--- config.mk ---
export PLATFORM = sky130hd
export DESIGN_NAME = wcu_div
export DESIGN_NICKNAME = d
export VERILOG_FILES = /design/src/rtl/core/windowed_core_utilization_top_macros.svh /design/src/rtl/core/wcu_pkg.sv /design/src/rtl/core/wcu_div.sv
export SDC_FILE = /design/constraint.sdc
export NUM_CORES = 1
export LEC_CHECK = 0
export BUFFER_PORTS_ARGS = -buffer_cell sky130_fd_sc_hd__buf_2
export CAP_MARGIN = 20
export CORE_MARGIN = 3
export CORE_UTILIZATION = 55
export DETAILED_ROUTE_END_ITERATION = 10
export HOLD_SLACK_MARGIN = 0.15
export PLACE_DENSITY = 0.84
export SLEW_MARGIN = 20
export SYNTH_ARGS = -nofsm -noshare
export SYNTH_HDL_FRONTEND = slang
export SYNTH_SLANG_ARGS = --single-unit
--- constraint.sdc ---
create_clock -name clk -period 3.6 [get_ports clk]
set_input_delay 0.54 -clock clk [delete_from_list [all_inputs] [get_ports clk]]
set_output_delay 0.54 -clock clk [all_outputs]
set_load 0.01 [all_outputs]
--- src/rtl/core/windowed_core_utilization_top_macros.svh ---
// Assertion macros for the windowed core utilization block.
// Used by windowed_core_utilization_top; expects clk and rst_n in scope.
`ifndef WINDOWED_CORE_UTILIZATION_TOP_MACROS_SVH
`define WINDOWED_CORE_UTILIZATION_TOP_MACROS_SVH

// same-cycle implication, disabled while in reset
`define WCU_ASSERT_SAME(label, ante, cons) \
    label: assert property (@(posedge clk) disable iff (!rst_n) (ante) |-> (cons)) \
        else $error("wcu assertion failed");

// next-cycle implication, disabled while in reset
`define WCU_ASSERT_NEXT(label, ante, cons) \
    label: assert property (@(posedge clk) disable iff (!rst_n) (ante) |=> (cons)) \
        else $error("wcu assertion failed");

`endif

--- src/rtl/core/wcu_pkg.sv ---
// Shared types and constants for the windowed core utilization block.
// No dependencies; imported by wcu_div and windowed_core_utilization_top.
`default_nettype none

package wcu_pkg;

    localparam int TICK_W     = 32;             // tick counter / group width
    localparam int SUM_W      = 34;             // sum of four differences
    localparam int PCT_W      = 15;             // Q8 percent
    localparam int NUM_W      = TICK_W + PCT_W; // diff * 25600
    localparam int CORE_W     = 3;
    localparam int NUM_GROUPS = 4;
    localparam int GROUP_W    = 2;

    localparam logic [PCT_W-1:0] PCT_SCALE = 15'd25600; // 100.0 in Q8

    // group slots in a history word
    localparam logic [GROUP_W-1:0] GRP_USER   = 2'd0;
    localparam logic [GROUP_W-1:0] GRP_KERNEL = 2'd1;
    localparam logic [GROUP_W-1:0] GRP_IDLE   = 2'd2;
    localparam logic [GROUP_W-1:0] GRP_OTHER  = 2'd3;

    typedef struct packed {
        logic busy;
        logic done;   // one-cycle pulse, quotient valid
    } wcu_div_stat_t;

endpackage

`default_nettype wire

--- src/rtl/core/wcu_div.sv ---
// Radix-2 restoring divider for one Q8 share: quot = floor(num / den).
// Caller guarantees num < den * 2^PCT_W. Depends on wcu_pkg.
`default_nettype none

module wcu_div
    import wcu_pkg::*;
(
    input  wire logic                clk,
    input  wire logic                rst_n,
    input  wire logic                start,
    input  wire logic [NUM_W-1:0]    num,
    input  wire logic [SUM_W-1:0]    den,
    output logic      [PCT_W-1:0]    quot,
    output wcu_div_stat_t            stat
);

    localparam int CNT_W = $clog2(PCT_W);

    logic [SUM_W-1:0] rem_reg;
    logic [SUM_W-1:0] den_reg;
    logic [PCT_W-1:0] low_reg;
    logic [PCT_W-1:0] quot_reg;
    logic [CNT_W-1:0] cnt_reg;
    logic             busy_reg;
    logic             done_reg;

    logic [SUM_W:0]   rem_shift;
    logic             fits;

    assign rem_shift = {rem_reg, low_reg[PCT_W-1]};
    assign fits      = (rem_shift >= {1'b0, den_reg});

    always_ff @(posedge clk or negedge rst_n)
    begin
        if (!rst_n)
        begin
            rem_reg  <= '0;
            den_reg  <= '0;
            low_reg  <= '0;
            quot_reg <= '0;
            cnt_reg  <= '0;
            busy_reg <= 1'b0;
            done_reg <= 1'b0;
        end
        else
        begin
            done_reg <= 1'b0;
            if (start)
            begin
                // upper part is already below den, so no quotient bits above PCT_W
                rem_reg  <= SUM_W'(num[NUM_W-1:PCT_W]);
                low_reg  <= num[PCT_W-1:0];
                den_reg  <= den;
                quot_reg <= '0;
                cnt_reg  <= CNT_W'(PCT_W - 1);
                busy_reg <= 1'b1;
            end
            else if (busy_reg)
            begin
                rem_reg  <= fits ? SUM_W'(rem_shift - {1'b0, den_reg}) : rem_shift[SUM_W-1:0];
                low_reg  <= {low_reg[PCT_W-2:0], 1'b0};
                quot_reg <= {quot_reg[PCT_W-2:0], fits};
                if (cnt_reg == '0)
                begin
                    busy_reg <= 1'b0;
                    done_reg <= 1'b1;
                end
                else
                begin
                    cnt_reg <= cnt_reg - 1'b1;
                end
            end
        end
    end

    assign quot      = quot_reg;
    assign stat.busy = busy_reg;
    assign stat.done = done_reg;

endmodule

`default_nettype wire

==> flow_metrics.py <==
metrics = {
    "clocking": {
        "cts_buffer_depth": 2,
        "cts_buffers": 9,
        "ctsHtreeMaxLevel": 3,
        "postCtsHoldBufs": 0,
        "clk_latency_ns": 0.36,
        "clkSinkCount": 104,
        "path_clk_slew_ns": 0.07,
        "cts_setup_buffers": 0,
        "post_cts_resized": 0,
        "cts_tree": "yes",
        "ctsRootBufferMaster": "clkbuf_16",
    },
    "critical_path": {
        "critPathRequiredTime_ns": 3.84,
        "worst-r2r-cell-count": 11,
        "worstReg2RegStart": "rem_reg[22]",
        "regToRegEndpoint": "rem_reg[21]",
        "crit_path_max_fanout": 22,
        "setup.worst_path.end_class": "flip-flop",
        "crit_arrival_ns": 3.62,
        "reg2reg_slack_ns": 0.21,
        "critPathKind": "flip-flop to flip-flop",
        "cp-start-kind": "flip-flop",
    },
    "sta": {
        "slew_headroom_pct": 43.6,
        "layout_setup_ws_ns": 0.213,
        "grt_setup_unrepaired": "false",
        "max_freq_mhz": 295,
        "worst_pin_slew_ns": 0.846,
        "skew_ns": 0.0111,
        "finalCritPeriodShare_pct": 94.1,
        "layout_min_cycle_time_ns": 3.39,
        "setup_viol": 0,
        "finalHoldViolations": 0,
        "setup_tns_ns": 0,
        "slew_violations": 0,
    },
    "floorplan": {
        "die_width_um": 117,
        "die_h_um": 117,
        "io_pins": 101,
        "fp.dieArea_um2": 13600,
        "fp.coreArea_um2": 11700,
        "rows": 39,
        "start_util_pct": 57.7,
    },
    "synth": {
        "synth_top_area_share_pct": 38.7,
        "synth_top_area_cell": "dfrtp_1",
        "netlist_area_um2": 6730,
        "synth_nets": 890,
        "synth_area_leaders": "dfrtp_1 39%, nand2_1 6.9%, ha_1 6.5%, mux2i_1 5.4%, o21ai_0 4.7%",
        "ys_seq_elements": 104,
        "synth_flop_cell": "dfrtp_1",
        "yosysUniqueCellTypes": 59,
        "postSynthCellCount": 770,
        "ys.warnings.count": 0,
        "ys_seq_area_share_pct": 38.7,
        "synth_most_common_cell": "nand2_1",
        "synth_area_per_cell_um2": 8.74,
        "netlist_top_cells_count": "123 x nand2_1, 104 x dfrtp_1, 63 x o21ai_0",
        "synth_edf_count": 0,
        "async_flop_share_pct": 100,
    },
    "drt": {
        "routed_wl_um": 14900,
        "vias": 5636,
        "viasPerCell": 5.68,
        "drt_iter0_drc": 405,
        "drt-wirelength-per-cell_um": 15.0,
        "ant_nets": 0,
        "drc": 0,
        "drtPass1Iterations": 5,
    },
    "grt": {
        "grt.met2_usage_pct": 34.6,
        "grt_max_degree": 116,
        "use_met1_pct": 33.5,
        "grt_pass1_vias": 5296,
        "grt_use_total_pct": 22.9,
        "grt_overflow": 0,
        "top_usage_layer": "met2",
        "grt_pass1_wl_um": 25100,
        "antenna_found_initial": 0,
        "grt_use_met3_pct": 5.13,
    },
    "placement": {
        "place.detailed.hpwl_um": 10600,
        "gp_congestion": 0.873,
        "place.port_buffers": 100,
        "pre_cts_ws_ns": 0.335,
    },
    "pwr": {
        "vdd_drop_max_uv": 402,
        "p_leak_uw": 0.00392,
        "p_per_area_nw_per_um2": 770,
        "power.total_uw": 5850,
    },
    "finish": {
        "multiInputGateArea_um2": 3760,
        "diodes": 0,
        "register_area_um2": 2610,
        "nets": 965,
        "drive_gt1_share_pct": 16.9,
        "syn_to_final_growth_pct": 12.8,
        "fillers": 992,
    },
    "min_path": {
        "min_path_type": "input pin to asynchronous set/reset pin",
    },
    "run": {
        "drv_cap": 0,
    },
    "outcome": {
        "status": "finished, final reports clean",
    },
}
-- worst max-delay path, cell delays in order, from the launching register on --
cell,delay (ns)
dfrtp_1,0.40
ha_1,0.39
and2_1,0.34
and3_1,0.24
nand4_1,0.10
nor4_1,0.20
a31oi_1,0.11
o21ai_1,0.18
a41o_1,0.67
mux2_2,0.42
mux2i_1,0.15
o21ai_1,0.07
-- metrics by stage --
step           std cells  util [%]  instance area (um^2)  hold slack (ns)
2_1_floorplan        770         -                  6730            0.244
3_3_place_gp         977      62.6                  7300            0.499
3_5_place_dp         977      62.6                  7300            0.509
4_1_cts              993      65.1                  7590            0.313
5_1_grt              993      65.1                  7590            0.343
6_report             993      65.1                  7590            0.269
-- metal layers --
metal	share of wire [%]	routed length [um]	vias up
met5	0	0	-
met4	1.2	177	0
met3	5.9	882	15
met2	45	6670	147
met1	48	7150	2617
li1	-	-	2857
-- layout by cell type, fill, tap and decap left out, types with 12 or more instances in the layout --
cell type	instances
a31oi_1	18
nor2b_1	17
nand3_1	12
dfrtp_1	103
ha_1	35
a21oi_1	31
nand2_1	123
a311oi_1	18
buf_2	98
a21o_1	35
xnor2_1	19
mux2i_1	36
o21ai_0	63
inv_1	39
nor2_1	55
-- worst max-delay path by stage --
stage | startpoint | endpoint | slack (ns)
floorplan | rem_reg[1] | rem_reg[33] | 0.86
global placement | rem_reg[23] | rem_reg[21] | 0.39
detailed placement | rem_reg[22] | rem_reg[21] | 0.34
CTS | rem_reg[13] | rem_reg[21] | 0.29
global route | rem_reg[23] | rem_reg[18] | 0.02
finish | rem_reg[22] | rem_reg[21] | 0.21
-- logic make-up (layout without fill, tap and decap cells) --
logic type / count (synthesis) / count (layout) / share of synthesized area [%]
buffers and inverters: 85 / 165 / 5.37
XOR/XNOR: 29 / 29 / 3.77
multiplexers: 38 / 38 / 5.69
adder cells (fa/ha/maj): 36 / 36 / 6.81
flip-flops: 104 / 104 / 38.7
AND/OR/NAND/NOR: 252 / 252 / 16.7
AO/OA/AOI/OAI: 226 / 226 / 23.0
-- power breakdown --
group	switching [uW]	internal (uW)	total, uW
registers	179	1410	1590
clock network	476	489	966
logic	1870	1420	3290
-- layout make-up --
class | instances | share of cell area [%]
Inverter | 39 | 1.93
Timing Repair Buffer | 110 | 7.98
Clock buffer | 10 | 3.02
Sequential cell | 104 | 34.3
Clock inverter | 6 | 0.775
Tap cell | 143 | 2.36
Multi-Input combinational cell | 581 | 49.6
Power figures use the tool's default switching activity.
